===== config.mk =====
export PLATFORM = sky130hd
export DESIGN_NAME = scanline_segment_profiler
export DESIGN_NICKNAME = d
export VERILOG_FILES = /design/src/hdl/ssp_pkg.sv /design/src/hdl/ssp_ram.sv /design/src/hdl/ssp_ctrl.sv /design/src/hdl/ssp_datapath.sv /design/src/hdl/scanline_segment_profiler.sv
export VERILOG_INCLUDE_DIRS = /design/src /design/src/hdl
export SDC_FILE = /design/constraint.sdc
export NUM_CORES = 1
export LEC_CHECK = 0
export BUFFER_PORTS_ARGS = -buffer_cell sky130_fd_sc_hd__buf_2
export CAP_MARGIN = 15
export CORE_MARGIN = 5
export CORE_UTILIZATION = 40
export DETAILED_ROUTE_END_ITERATION = 7
export SLEW_MARGIN = 20
export SYNTH_ARGS = -nofsm -noshare
export SYNTH_HDL_FRONTEND = slang
export SYNTH_SLANG_ARGS = --single-unit

===== constraint.sdc =====
create_clock -name aclk -period 9.95 [get_ports aclk]
set_input_delay 1.99 -clock aclk [delete_from_list [all_inputs] [get_ports aclk]]
set_output_delay 1.99 -clock aclk [all_outputs]
set_load 0.1 [all_outputs]

===== src/hdl/scanline_segment_profiler_macros.svh =====
// Assertion helpers for the scanline segment profiler.
// All checks run on aclk and are disabled while aresetn is low.
`ifndef SCANLINE_SEGMENT_PROFILER_MACROS_SVH
`define SCANLINE_SEGMENT_PROFILER_MACROS_SVH

// Same-cycle implication
`define SSP_ASSERT_IMP(lbl, ante, cons, msg) \
    lbl: assert property (@(posedge aclk) disable iff (!aresetn) (ante) |-> (cons)) \
        else $error(msg);

// Next-cycle implication
`define SSP_ASSERT_NXT(lbl, ante, cons, msg) \
    lbl: assert property (@(posedge aclk) disable iff (!aresetn) (ante) |=> (cons)) \
        else $error(msg);

`endif


===== src/hdl/ssp_pkg.sv =====
`timescale 1ns / 1ps

package ssp_pkg;

    // Field widths
    localparam int LINE_W  = 10;
    localparam int TIME_W  = 16;
    localparam int INDEX_W = 6;
    localparam int SLOT_W  = 7;
    localparam int CFG_W   = 10;
    localparam int CFG_IDX_W = 1;

    // Defaults
    localparam int SEGMENTS_DEFAULT = 16;
    localparam logic [CFG_W-1:0] FRAME_LINES_RESET = 10'd525;
    localparam logic [CFG_W-1:0] VSYNC_LINE_RESET  = 10'd480;

    // Register indexes
    localparam logic [CFG_IDX_W-1:0] CFG_FRAME_LINES = 1'd0;
    localparam logic [CFG_IDX_W-1:0] CFG_VSYNC_LINE  = 1'd1;

    // Event codes
    typedef enum logic [1:0] {
        OP_BEGIN_BLOCK = 2'd0,
        OP_END_SEGMENT = 2'd1,
        OP_END_BLOCK   = 2'd2,
        OP_VSYNC       = 2'd3
    } op_t;

    typedef struct packed {
        op_t               op;
        logic [LINE_W-1:0] scanline;
    } in_item_t;

    typedef struct packed {
        logic [TIME_W-1:0]  segment_time;
        logic [INDEX_W-1:0] segment_index;
        logic [TIME_W-1:0]  block_total;
        logic [SLOT_W-1:0]  segment_count;
        logic               last;
    } out_item_t;

    // Controller to datapath
    typedef struct packed {
        logic take;       // capture input item
        logic stamp;      // register the timestamp
        logic begin_blk;  // open a new block
        logic store_seg;  // close a segment into the store
        logic move_mark;  // mark_time follows the timestamp
        logic vsync;      // advance the frame base
        logic clr_idx;    // restart the emit index
        logic rd_en;      // read store at the emit index
        logic load_out;   // load the output register
        logic inc_idx;    // step the emit index
    } cmd_t;

    // Datapath to controller
    typedef struct packed {
        op_t  op;
        logic out_free;
        logic last_idx;
    } status_t;

endpackage


===== src/hdl/ssp_ram.sv =====
`timescale 1ns / 1ps

module ssp_ram #(
    parameter int WIDTH = 16,
    parameter int DEPTH = 16
) (
    input  logic                                  aclk,
    input  logic                                  we,
    input  logic [((DEPTH > 1) ? $clog2(DEPTH) : 1)-1:0] waddr,
    input  logic [WIDTH-1:0]                      wdata,
    input  logic                                  re,
    input  logic [((DEPTH > 1) ? $clog2(DEPTH) : 1)-1:0] raddr,
    output logic [WIDTH-1:0]                      rdata
);

    logic [WIDTH-1:0] mem_reg [DEPTH];
    logic [WIDTH-1:0] rdata_reg;

    // One write port, one registered read port
    always_ff @(posedge aclk) begin
        if (we) begin
            mem_reg[waddr] <= wdata;
        end
        if (re) begin
            rdata_reg <= mem_reg[raddr];
        end
    end

    assign rdata = rdata_reg;

endmodule


===== src/hdl/ssp_ctrl.sv =====
`timescale 1ns / 1ps

module ssp_ctrl (
    input  logic            aclk,
    input  logic            aresetn,
    input  logic            s_valid,
    output logic            s_ready,
    input  ssp_pkg::status_t sts,
    output ssp_pkg::cmd_t    cmd
);

    import ssp_pkg::*;

`include "scanline_segment_profiler_macros.svh"

    typedef enum logic [2:0] {
        ST_IDLE,
        ST_STAMP,
        ST_EXEC,
        ST_READ,
        ST_LOAD
    } state_t;

    state_t state_reg, state_next;

    assign s_ready = (state_reg == ST_IDLE);

    // Next state and datapath commands
    always_comb begin
        state_next = state_reg;
        cmd        = '0;
        case (state_reg)
            ST_IDLE: begin
                if (s_valid) begin
                    cmd.take   = 1'b1;
                    state_next = ST_STAMP;
                end
            end
            ST_STAMP: begin
                cmd.stamp  = 1'b1;
                state_next = ST_EXEC;
            end
            ST_EXEC: begin
                state_next = ST_IDLE;
                case (sts.op)
                    OP_BEGIN_BLOCK: cmd.begin_blk = 1'b1;
                    OP_END_SEGMENT: begin
                        cmd.store_seg = 1'b1;
                        cmd.move_mark = 1'b1;
                    end
                    OP_END_BLOCK: begin
                        cmd.store_seg = 1'b1;
                        cmd.clr_idx   = 1'b1;
                        state_next    = ST_READ;
                    end
                    OP_VSYNC: cmd.vsync = 1'b1;
                    default: ;
                endcase
            end
            ST_READ: begin
                cmd.rd_en  = 1'b1;
                state_next = ST_LOAD;
            end
            ST_LOAD: begin
                // wait for room in the output register
                if (sts.out_free) begin
                    cmd.load_out = 1'b1;
                    if (sts.last_idx) begin
                        state_next = ST_IDLE;
                    end else begin
                        cmd.inc_idx = 1'b1;
                        state_next  = ST_READ;
                    end
                end
            end
            default: state_next = ST_IDLE;
        endcase
    end

    always_ff @(posedge aclk) begin
        if (!aresetn) begin
            state_reg <= ST_IDLE;
        end else begin
            state_reg <= state_next;
        end
    end

    `SSP_ASSERT_IMP(a_load_needs_room, cmd.load_out, sts.out_free, "output loaded while full")
    `SSP_ASSERT_NXT(a_read_then_load, state_reg == ST_READ, state_reg == ST_LOAD, "read not followed by load")
    `SSP_ASSERT_IMP(a_take_needs_valid, cmd.take, s_valid && s_ready, "item taken without handshake")

endmodule


===== src/hdl/ssp_datapath.sv =====
`timescale 1ns / 1ps

module ssp_datapath #(
    parameter int SEGMENTS = ssp_pkg::SEGMENTS_DEFAULT
) (
    input  logic                             aclk,
    input  logic                             aresetn,
    input  logic                             cfg_we,
    input  logic [ssp_pkg::CFG_IDX_W-1:0]    cfg_index,
    input  logic [ssp_pkg::CFG_W-1:0]        cfg_wdata,
    input  ssp_pkg::in_item_t                s_item,
    output logic                             m_valid,
    input  logic                             m_ready,
    output ssp_pkg::out_item_t               m_item,
    input  ssp_pkg::cmd_t                    cmd,
    output ssp_pkg::status_t                 sts
);

    import ssp_pkg::*;

`include "scanline_segment_profiler_macros.svh"

    localparam int IDX_W = (SEGMENTS > 1) ? $clog2(SEGMENTS) : 1;

    logic [CFG_W-1:0]   frame_lines_reg;
    logic [CFG_W-1:0]   vsync_line_reg;
    in_item_t           in_reg;
    logic [TIME_W-1:0]  frame_base_reg;
    logic [TIME_W-1:0]  mark_reg;
    logic [TIME_W-1:0]  stamp_reg;
    logic [TIME_W-1:0]  total_reg;
    logic [SLOT_W-1:0]  next_slot_reg;
    logic [SEGMENTS-1:0] valid_reg;
    logic [IDX_W-1:0]   emit_idx_reg;
    logic               rd_valid_reg;
    logic               m_valid_reg;
    out_item_t          m_item_reg;

    logic [TIME_W-1:0]  rot;
    logic [TIME_W-1:0]  stamp_now;
    logic [TIME_W-1:0]  delta;
    logic               slot_free;
    logic               ram_we;
    logic [IDX_W-1:0]   slot_addr;
    logic [TIME_W-1:0]  rd_data;

    // Configuration registers
    always_ff @(posedge aclk) begin
        if (!aresetn) begin
            frame_lines_reg <= FRAME_LINES_RESET;
            vsync_line_reg  <= VSYNC_LINE_RESET;
        end else if (cfg_we) begin
            if (cfg_index == CFG_FRAME_LINES) begin
                frame_lines_reg <= cfg_wdata;
            end
            if (cfg_index == CFG_VSYNC_LINE) begin
                vsync_line_reg <= cfg_wdata;
            end
        end
    end

    // Input item capture
    always_ff @(posedge aclk) begin
        if (cmd.take) begin
            in_reg <= s_item;
        end
    end

    // Timestamp: scanline rotated so vsync lands on zero, plus frame base
    always_comb begin
        rot = TIME_W'(in_reg.scanline) - TIME_W'(vsync_line_reg);
        if (in_reg.scanline < vsync_line_reg) begin
            rot = rot + TIME_W'(frame_lines_reg);
        end
        stamp_now = frame_base_reg + rot;
    end

    always_ff @(posedge aclk) begin
        if (cmd.stamp) begin
            stamp_reg <= stamp_now;
        end
    end

    // Segment close
    assign delta     = stamp_reg - mark_reg;
    assign slot_free = (next_slot_reg < SLOT_W'(SEGMENTS));
    assign ram_we    = cmd.store_seg && slot_free;
    assign slot_addr = next_slot_reg[IDX_W-1:0];

    // Block state; the running total tracks the store since slots fill in order
    always_ff @(posedge aclk) begin
        if (!aresetn) begin
            frame_base_reg <= '0;
            mark_reg       <= '0;
            next_slot_reg  <= '0;
            total_reg      <= '0;
            valid_reg      <= '0;
        end else begin
            if (cmd.vsync) begin
                frame_base_reg <= frame_base_reg + TIME_W'(frame_lines_reg);
            end
            if (cmd.begin_blk || cmd.move_mark) begin
                mark_reg <= stamp_reg;
            end
            if (cmd.begin_blk) begin
                next_slot_reg <= '0;
                total_reg     <= '0;
                valid_reg     <= '0;
            end else if (ram_we) begin
                next_slot_reg        <= next_slot_reg + 1'b1;
                total_reg            <= total_reg + delta;
                valid_reg[slot_addr] <= 1'b1;
            end
        end
    end

    ssp_ram #(
        .WIDTH (TIME_W),
        .DEPTH (SEGMENTS)
    ) u_store (
        .aclk  (aclk),
        .we    (ram_we),
        .waddr (slot_addr),
        .wdata (delta),
        .re    (cmd.rd_en),
        .raddr (emit_idx_reg),
        .rdata (rd_data)
    );

    // Emit index and the valid bit matching the registered read
    always_ff @(posedge aclk) begin
        if (cmd.clr_idx) begin
            emit_idx_reg <= '0;
        end else if (cmd.inc_idx) begin
            emit_idx_reg <= emit_idx_reg + 1'b1;
        end
        if (cmd.rd_en) begin
            rd_valid_reg <= valid_reg[emit_idx_reg];
        end
    end

    // Output register
    always_ff @(posedge aclk) begin
        if (!aresetn) begin
            m_valid_reg <= 1'b0;
        end else if (cmd.load_out) begin
            m_valid_reg <= 1'b1;
        end else if (m_ready) begin
            m_valid_reg <= 1'b0;
        end
    end

    always_ff @(posedge aclk) begin
        if (cmd.load_out) begin
            m_item_reg.segment_time  <= rd_valid_reg ? rd_data : '0;
            m_item_reg.segment_index <= INDEX_W'(emit_idx_reg);
            m_item_reg.block_total   <= total_reg;
            m_item_reg.segment_count <= next_slot_reg;
            m_item_reg.last          <= sts.last_idx;
        end
    end

    assign m_valid = m_valid_reg;
    assign m_item  = m_item_reg;

    assign sts.op       = in_reg.op;
    assign sts.out_free = !m_valid_reg || m_ready;
    assign sts.last_idx = (emit_idx_reg == IDX_W'(SEGMENTS - 1));

    `SSP_ASSERT_IMP(a_slot_bound, 1'b1, next_slot_reg <= SLOT_W'(SEGMENTS), "slot count past store")
    `SSP_ASSERT_IMP(a_write_in_range, ram_we, slot_addr < IDX_W'(SEGMENTS - 1) || slot_addr == IDX_W'(SEGMENTS - 1), "store write out of range")
    `SSP_ASSERT_NXT(a_begin_clears, cmd.begin_blk, total_reg == '0 && valid_reg == '0 && next_slot_reg == '0, "begin block left state")

endmodule


===== src/hdl/scanline_segment_profiler.sv =====
`timescale 1ns / 1ps

// Scanline segment profiler. Each input item carries an event code and the
// raster scanline current at that event; timestamps count scanlines from
// vsync plus a 16-bit frame base that each vsync tick advances by
// frame_lines. Begin block, end segment and vsync tick produce no result
// and each pass through accept, timestamp and execute steps. End block
// closes the last segment and then emits SEGMENTS results, one per store
// entry, with last set on the final one; each entry goes through the single
// registered read port of the segment store and then the output register,
// and no new item is taken until the last entry is loaded. The store is
// cleared through per-entry valid bits, so reset and begin block need no
// clearing pass. New items are accepted while a result still waits in the
// output register. Configuration (index 0 frame_lines, index 1 vsync_line)
// must be written only while no item is in progress; the block itself does
// not enforce this.
module scanline_segment_profiler #(
    parameter int SEGMENTS = ssp_pkg::SEGMENTS_DEFAULT
) (
    input  logic                          aclk,
    input  logic                          aresetn,
    input  logic                          cfg_we,
    input  logic [ssp_pkg::CFG_IDX_W-1:0] cfg_index,
    input  logic [ssp_pkg::CFG_W-1:0]     cfg_wdata,
    input  logic                          s_valid,
    output logic                          s_ready,
    input  ssp_pkg::in_item_t             s_item,
    output logic                          m_valid,
    input  logic                          m_ready,
    output ssp_pkg::out_item_t            m_item
);

    import ssp_pkg::*;

    cmd_t    cmd;
    status_t sts;

    ssp_ctrl u_ctrl (
        .aclk    (aclk),
        .aresetn (aresetn),
        .s_valid (s_valid),
        .s_ready (s_ready),
        .sts     (sts),
        .cmd     (cmd)
    );

    ssp_datapath #(
        .SEGMENTS (SEGMENTS)
    ) u_datapath (
        .aclk      (aclk),
        .aresetn   (aresetn),
        .cfg_we    (cfg_we),
        .cfg_index (cfg_index),
        .cfg_wdata (cfg_wdata),
        .s_item    (s_item),
        .m_valid   (m_valid),
        .m_ready   (m_ready),
        .m_item    (m_item),
        .cmd       (cmd),
        .sts       (sts)
    );

endmodule


Yosys cells after proc, flatten, opt, wreduce, memory -nomap -nowiden:

Memories as Yosys holds them, arrays and structs flattened. A register that Yosys moved wholly into a read port is not among the register bits.
Cells that the tools add are included.

* register bits: 172
* memory bits (writable): 256
* input bits: 28
* output and inout bits: 48
* logic and storage cells: 86
* memories: 1

* add/subtract/negate cells: 8
* magnitude comparators: 5
* eq/ne operators: 10
* muxes and demuxes: 27
* bitwise logic cells: 3
* reduce and logical (&&, ||, !) cells: 13

Memories
* u_datapath.u_store.mem_reg: words 16, width 16, rd ports 1, clocked after memory_dff 1, wr ports 1, RTL line ssp_ram.sv:16 `logic [WIDTH-1:0] mem_reg [DEPTH];`

Operators with widths (count)
* adder 16 x 10 -> 16 bit: 2
* adder 16 bit: 2
* 2-to-1 mux 1 bit: 16
* 2-to-1 mux 16 bit: 1
* OR 16 bit: 1
* subtractor 16 bit: 1
* one-hot mux 3 bit (5 select lines): 1
* subtractor 10 x 10 -> 11 bit: 1
* < comparator 10 bit: 1
* < comparator 4 x 5 -> 1 bit (second input constant): 2
* 2-to-1 mux 2 bit: 4
* adder 7 x 1 -> 7 bit (second input constant): 1
* < comparator 7 x 5 -> 1 bit (second input constant): 1
* == test 3 x 2 -> 1 bit (second input constant): 2
* 2-to-1 mux 3 bit: 2
* AND reduction 2 bit: 3
* 2-to-1 mux 5 bit: 1
* adder 4 x 1 -> 4 bit (second input constant): 1
* binary-select mux 1 bit (select 4 bit): 1
* demux 1 bit (select 4 bit): 1
* == test 2 bit (second input constant): 2
* == test 4 bit (second input constant): 1
* greater-or-equal comparator 4 x 1 -> 1 bit (second input constant): 1
* != test 2 bit (second input constant): 2
* other kinds (11): 15

Logic depth before layout (Yosys ltp):

Gate-level depths: netlist of the first run.

* depth in word-level cells: 7
* gate-level depth with buffers: 25
* mapped depth without buffers: 25

Modules after synthesis:

From an unflattened synthesis of the first run, not the netlist that was laid out.

* cells, all modules: 1427
* area, all modules: 19856.5 um^2

By module, submodules not included
* ssp_ram: instances 1, cells an instance 432, area an instance 10203.5 um^2, seq. area each 8167.8 um^2
* ssp_datapath: instances 1, cells an instance 962, area an instance 9367.7 um^2, seq. area each 4113.9 um^2
* ssp_ctrl: instances 1, cells an instance 33, area an instance 285.3 um^2, seq. area each 60.1 um^2

Least setup slack after synthesis of the first run:

OpenSTA, ideal clock, no wires.

* path kind: input port to flip-flop
* start: input m_ready
* end: register u_ctrl.state_reg[0]
* library setup time: 0.072 ns
* arrival: 4.497 ns
* required time: 9.878 ns
* setup slack: 5.382 ns
* stages: 4
* buffers on the path: 0
* cells stage by stage: nor2b_1 nor2_1 o21ai_0 nor2_1

* cells in the longest elaborated chain, start to end: 3

RTL lines
* from (decl): RTL line scanline_segment_profiler.sv:29 `input logic m_ready,`
* logical OR 1 bit: RTL line ssp_datapath.sv:167 `assign sts.out_free = !m_valid_reg || m_ready;`
* != test 2 bit (no line)
* AND reduction 2 bit (no line)
* to (signal assigned): RTL line ssp_ctrl.sv:84 `state_reg <= state_next;`
* to (decl): RTL line ssp_ctrl.sv:24 `state_t state_reg, state_next;`

Every way passes these cells.
A chain may end at the register's enable or synchronous reset.

Final worst setup path of the first run:

* start: register u_datapath.in_reg[1] (netlist bit)
* end: register u_datapath.stamp_reg[14] (data pin)

* cells in the longest elaborated chain, start to end: 4
* elaborated cells between the ends (all ways): 5
* those cells by class: add/sub (3); order compare (1); mux (1)

RTL lines
* from (decl): RTL line ssp_datapath.sv:27 `in_item_t in_reg;`
* from (signal assigned): RTL line ssp_datapath.sv:65 `in_reg <= s_item;`
* subtractor 10 x 10 -> 11 bit: RTL line ssp_datapath.sv:71 `rot = TIME_W'(in_reg.scanline) - TIME_W'(vsync_line_reg);`
* adder 16 x 10 -> 16 bit: RTL line ssp_datapath.sv:73 `rot = rot + TIME_W'(frame_lines_reg);`
* 2-to-1 mux 16 bit (*): RTL line ssp_datapath.sv:72 `if (in_reg.scanline < vsync_line_reg) begin`
* adder 16 bit (*): RTL line ssp_datapath.sv:75 `stamp_now = frame_base_reg + rot;`
* net u_datapath.stamp_now[14]: RTL line ssp_datapath.sv:40 `logic [TIME_W-1:0] stamp_now;`
* to (signal assigned): RTL line ssp_datapath.sv:80 `stamp_reg <= stamp_now;`
* to (decl): RTL line ssp_datapath.sv:30 `logic [TIME_W-1:0] stamp_reg;`

The timed path passes the listed nets; every way through them passes the cells marked *.

==> results by group, run 1 <==
Yosys
  • Cell count after synthesis: 1372
  • Most frequent cells after synthesis: 345 x edfxtp_1, 139 x nand2_1, 99 x dfxtp_1
  • Netlist cell types: 73
  • Avg Cell Area, Syn: roughly 14 um^2
  • Mapped cell area: between 15000 and 20000 um^2
  • Area leader, netlist: edfxtp_1
  • Sequential fraction of the synthesis area: 62.6%
  • Register bit total from synthesis: 444
  • Post-synth top area share: roughly 53%
  • Async SR Flop Fraction: 0%
  • Ranking of synthesized cells by area: edfxtp_1 53%, dfxtp_1 10%, mux4_2 9.7%
  • Dominant cell by count in the synthesized netlist: edfxtp_1
  • Synth Flop Type: edfxtp_1
  • EDFF count, synth: 345
  • Yosys Warn Count: 0

CTS
  • Post-cts resize count: 0
  • Clock root buffer: clkbuf_16
  • Worst-path clk slew: 0.06 ns
  • Max clock buf depth: 3
  • H-Tree Depth: 2
  • TritonCTS clock tree: built
  • CTS buffer count: 46
  • CTS sink count: 444
  • Worst skew pair latency: 0.58 ns
  • Post-CTS Setup Inserts: 0
  • Hold buffers post-CTS: 0

Final layout
  • Layout cells sized above 1: a little under 20%
  • Largest register FFs: 256
  • Fill count: roughly 4300
  • Post-Layout Cell Count: 2173
  • Final net count: 1597
  • Antenna diode count: 0
  • Footprint of the multi-input gates: 7020 um^2
  • Sequential Area: around 12000 um^2
  • Finished Core Util: a little under half
  • Synth-to-layout area growth: 14.0%

Routing
  • Routed WL: ~43000 um
  • Drt initial violations: 836
  • Final ANT Viol Nets: 0
  • First-pass DRT Iterations: 5
  • Routed WL per cell: 19.6 um
  • Vias/cell: 5.21
  • DR DRC count: 0
  • DR vias: 11300

STA
  • Worst-Margin Slew: 1.02 ns
  • RSZ-0062 raised after global routing: no
  • Slew Limit Fails: 0
  • Slew headroom: 31.8%
  • Fmax: 205 MHz
  • Final min period: 4.88 ns
  • Fin crit share: 49.1%
  • Final setup violation count: 0
  • Setup TNS Final: 0 ns
  • Hold Fails Final Rpt: 0
  • Clock Skews: 0.0131 ns

Worst setup path
  • CP max FO: 15
  • CP Class: flip-flop to flip-flop
  • CP delay by family, top: compound AO/OA/AOI/OAI gates
  • Crit-path slowest cell: a21oi_2
  • Critical path arrival: 5.21 ns
  • Crit path cell chain: ha_1, nor2b_1, o31ai_1, a22oi_1, a31oi_1, inv_2, a21oi_2, o21ai_0, ha_1, fa_1, a21o_1, a21o_1, a21oi_1, nor3_1, o31ai_1, a21oi_1, nor2_1, xnor2_1
  • Peak per-stage delay on the critical path: 0.60 ns
  • WP data required: between 10 and 15 ns
  • CP Capture Type: flip-flop
  • CP Launch Type: flip-flop
  • Worst Path Buf+Inv: 1

Floorplan
  • Chip width: approximately 230 um
  • Row cnt: 81
  • Number of I/O pins: 76
  • Die area: 53800 um^2
  • Die Ht: 232 um
  • Placeable Area: 48800 um^2
  • Starting Density: 40.4%

Placement
  • Post-DP HPWL: 27100 um
  • Routability Congestion: 0.800
  • Buffers on Ports: 73
  • Dpl cells: 2092

Global routing
  • Global route total overflow: 0
  • Global-route wire length before repair: between 60000 and 70000 um
  • GRT Util Overall: 16.0%
  • Largest net degree at the start of global routing: 61
  • Vias in the first global route: 11600
  • Antenna violations before repair: 0

Min path
  • Worst hold path type: flip-flop to flip-flop

Power and ir drop
  • VDD IR-drop max: 139 uV
  • Final Total Pwr: 4.91 mW
  • Pwr dens: 218 nW/um^2
  • Static leakage: between 7 and 8 nW

Flow run
  • Max-Cap Viols: 0

Status
  • Outcome: complete, no violations
[report_power, final]
part	leakage, nW	switching, mW	internal (mW)
combinational	3.26	0.518	0.456
clock	0.707	0.722	0.979
sequential	3.96	0.0829	2.15
total	7.92	1.32	3.58
[layer usage]
| metal | track usage [%] | wire length, um | part of all wire, % |
|---|---|---|---|
| met1 | 21.0 | 18700 | 44 |
| met2 | 27.6 | 21000 | 49 |
| met3 | 3.13 | 1960 | 4.6 |
| met4 | 4.15 | 1030 | 2.4 |
| met5 | 0 | 0 | 0 |
[cell families (layout without fill, tap and decap cells)]
group / Yosys count / count (layout) / synth area share (%)
AOI/OAI and AO/OA: 246 / 246 / 8.27
DFF: 444 / 444 / 62.6
buffers and inverters: 100 / 236 / 2.12
xor gates and xnor gates: 65 / 65 / 2.89
and+or+nand+nor: 331 / 331 / 7.85
other: 1 / 2 / 0.0190
muxes: 92 / 92 / 10.1
adders and majority gates: 93 / 93 / 6.13
[cell type report]
class / instances / area share, %
clock buffer: 62 / 5.66
sequential: 444 / 55.0
tap: 664 / 3.70
multi-input combinational: 829 / 31.2
timing repair buffer: 104 / 2.66
clock inverter: 19 / 0.925
inverter: 51 / 0.852
[metrics by stage]
step,hold slack (ns),cell area [um^2],setup slack [ns]
3_5_place_dp,0.454,21000,5.08
2_1_floorplan,0.403,19700,5.38
5_1_grt,0.479,22500,4.60
6_report,0.465,22500,5.07
3_3_place_gp,0.442,21000,4.94
4_1_cts,0.468,22500,5.06
[cells in the final DEF (no fill, tap or decap), drive strengths merged, types with 25 or more instances in the layout]
cell    synthesis  final
mux4           85     85
clkbuf         33     62
o21ai          54     54
dfxtp          99     99
nand2         140    140
nor2           71     71
ha             87     87
edfxtp        345    345
a21oi          61     61
a21boi         35     35
inv            51     52
xnor2          41     41
buf            16    104
and2           36     36
o21a           25     25
[worst paths after layout]
check,from,endpoint,slack [ns],cells past startpoint
hold / removal,u_datapath.valid_reg[6],u_datapath.valid_reg[6],0.47,1
hold reg to reg,u_datapath.valid_reg[6],u_datapath.valid_reg[6],0.47,1
setup / recovery,u_datapath.in_reg[1],u_datapath.stamp_reg[14],5.07,18
setup reg to reg,u_datapath.in_reg[1],u_datapath.stamp_reg[14],5.07,18
Power figures use the tool's default switching activity.
==> run 2, diff against run 1 <==
==> constraint.sdc (replaced) <==
create_clock -name aclk -period 4.7 [get_ports aclk]
set_input_delay 0.94 -clock aclk [delete_from_list [all_inputs] [get_ports aclk]]
set_output_delay 0.94 -clock aclk [all_outputs]
set_load 0.1 [all_outputs]
==> results by group, run 2 (synthesis results as in run 1) <==
Placement
  • Placed instance area: 21100 um^2 (+0.45%)
  • Place WS: -0.114 ns (-5.19 ns)
  • Dpl cells: 2108 (+0.76%)
  • Post-DP HPWL: 28000 um (+3.2%)
  • Routability Congestion: 0.825 (+3.2%)
  • Buffers on Ports: 73 (unchanged)

Global routing
  • Largest net degree at the start of global routing: 72 (+18%)
  • Global route total overflow: 0 (unchanged)
  • Most Used Layer, Global Route: met2
  • Routing usage on met3: 2.97% (-0.16 points)
  • GRT Util Overall: 15.9% (-0.080 points)
  • GR Util met2: 27.3% (-0.20 points)
  • M1 GR Usage: 21.1% (+0.14 points)
  • Antenna violations before repair: 0 (unchanged)
  • Vias in the first global route: 11600 (-0.27%)
  • Global-route wire length before repair: 66600 um (-0.43%)

STA
  • Hold Slack: 0.461 ns (-0.00435 ns)
  • Clock Skews: 0.0219 ns (+0.00883 ns)
  • Hold Fails Final Rpt: 0 (unchanged)
  • Final setup violation count: 0 (unchanged)
  • Fmax: 222 MHz (+8.3%)
  • Worst-Margin Slew: 1.08 ns (+0.0527 ns)
  • Setup ws final: 0.191 ns (-4.88 ns)
  • Final min period: 4.51 ns (-0.374 ns)
  • Slew headroom: 28.3% (-3.5 points)
  • RSZ-0062 raised after global routing: yes
  • Setup TNS Final: 0 ns (unchanged)
  • Slew Limit Fails: 0 (unchanged)
  • Fin crit share: 95.9% (+47 points)

Worst setup path
  • CP Launch Type: flip-flop
  • CP startpoint: u_datapath.in_reg[0]
  • CP Capture Type: flip-flop
  • Crit path capture: u_datapath.stamp_reg[15]
  • Peak per-stage delay on the critical path: 0.36 ns (-0.24 ns)
  • R2R Setup Slk: 0.19 ns (-4.88 ns)
  • Worst R2R Path Depth: 24 (+6)
  • CP Class: flip-flop to flip-flop
  • Worst r2r dst: u_datapath.stamp_reg[15]
  • Crit path cell chain: inv_1, ha_2, inv_1, fa_2, a21o_1, a211oi_2, nor2_2, ha_1, and3_4, a221oi_2, buf_4, a21oi_2, and2_4, o21ai_4, buf_4, a21oi_2, o21a_1, ha_4, nand2_4, o221ai_2, a31oi_2, o31ai_2, xnor2_1, xnor2_1
  • Crit-path slowest cell: fa_2
  • Critical path arrival: 4.84 ns (-0.37 ns)
  • CP max FO: 4 (-11)
  • Worst r2r src: u_datapath.in_reg[0]
  • WP data required: 5.03 ns (-5.25 ns)

Final layout
  • Largest register FFs: 256 (unchanged)
  • Final net count: 1620 (+1.4%)
  • Finished Core Util: 46.7% (+0.75 points)
  • Most common cell after layout, fill and taps aside: edfxtp_1
  • Post-Layout Cell Count: 2199 (+1.2%)
  • Design Area, Final: 22800 um^2 (+1.6%)
  • Antenna diode count: 0 (unchanged)
  • Synth-to-layout area growth: 15.8%
  • Layout cells sized above 1: 22.7% (+3.0 points)
  • Commonest cells after routing, fill and taps aside: 345 x edfxtp_1, 138 x nand2_1, 97 x dfxtp_1

Floorplan
  • Number of I/O pins: 76 (unchanged)
  • Placeable Area: 48800 um^2 (unchanged)
  • Die Ht: 232 um (unchanged)
  • Starting Density: 40.4% (unchanged)
  • Chip width: 232 um (unchanged)
  • Die area: 53800 um^2 (unchanged)
  • Row cnt: 81 (unchanged)

CTS
  • CTS buffer count: 45 (-2.2%)
  • Max clock buf depth: 3 (unchanged)
  • Clock root buffer: clkbuf_16
  • Worst-path clk slew: 0.06 ns (about the same)
  • Hold buffers post-CTS: 0 (unchanged)
  • H-Tree Depth: 2 (unchanged)
  • TritonCTS clock tree: built
  • Worst skew pair latency: 0.59 ns (about the same)
  • CTS sink count: 444 (unchanged)

Min path
  • Worst hold path type: flip-flop to flip-flop

Status
  • Outcome: complete, no violations

Power and ir drop
  • Pwr dens: 458 nW/um^2 (+110%)
  • Static leakage: 8.07 nW (+1.9%)
  • Final Total Pwr: 10.5 mW (+110%)
  • VDD IR-drop max: 283 uV (+100%)

Routing
  • First-pass DRT Iterations: 8 (+3)
  • Routed WL: 42600 um (about the same)
  • DR DRC count: 0 (unchanged)
  • DR vias: 11400 (+0.59%)
  • Vias/cell: 5.18 (-0.60%)
  • Drt initial violations: 645 (-23%)
  • Routed WL per cell: 19.4 um (-1.1%)
  • Final ANT Viol Nets: 0 (unchanged)

Flow run
  • Max-Cap Viols: 0 (unchanged)
run 2: cell types whose count changed in the layout (fill, tap and decap cells not counted), moves of 4 or more:
| cell | delta |
|---|---|
| ha_1 | -5 |
| ha_4 | +4 |
| buf_4 | +24 |
| a21oi_2 | +7 |
| a21oi_1 | -7 |
| clkinvlp_4 | -5 |
run 2: cell type report:
cell class | instances | area [um^2]
multi-input combinational | 829 | 7190
fill | 4327 | 26000
sequential | 444 | 12300
clock buffer | 64 | 1270
inverter | 51 | 194
tap | 664 | 831
timing repair buffer | 128 | 778
clock inverter | 19 | 221
run 2: worst min path at each step:
stage                           startpoint                        to  slack [ns]  cells after the start
2_1_floorplan  u_datapath.next_slot_reg[3]      u_datapath.m_item[4]        0.40                      0
3_3_place_gp      u_datapath.total_reg[15]     u_datapath.m_item[23]        0.44                      0
3_5_place_dp      u_datapath.total_reg[15]     u_datapath.m_item[23]        0.45                      0
4_1_cts           u_datapath.valid_reg[10]  u_datapath.valid_reg[10]        0.46                      1
5_1_grt           u_datapath.valid_reg[10]  u_datapath.valid_reg[10]        0.47                      1
6_report          u_datapath.valid_reg[10]  u_datapath.valid_reg[10]        0.46                      1
run 2: where the power goes:
part	total, mW	internal, mW	switching (mW)
combinational	2.23	1.05	1.18
sequential	4.68	4.55	0.131
clock	3.56	2.06	1.50
total	10.5	7.66	2.81
run 2: critical path: cells and delay by family (launching register included):
family                     cells  cell delay [ns]
AOI/OAI and AO/OA             10             1.62
adders and majority gates      4             1.13
and+or+nand+nor                4             0.47
DFF                            1             0.35
xor gates and xnor gates       2             0.25
buffers and inverters          4             0.41
run 2: repair_timing:
action / in CTS / in global routing
pin swaps: 2 / 18
endpoints found under the setup margin: 2 / 7
resized for setup: 7 / 34
setup buffers: 1 / 7
run 2: routing by layer:
| layer | routed length (um) | vias to the layer above |
|---|---|---|
| met5 | 0 | - |
| met4 | 869 | 0 |
| met3 | 1990 | 59 |
| met2 | 21200 | 242 |
| met1 | 18600 | 5677 |
| li1 | - | 5404 |
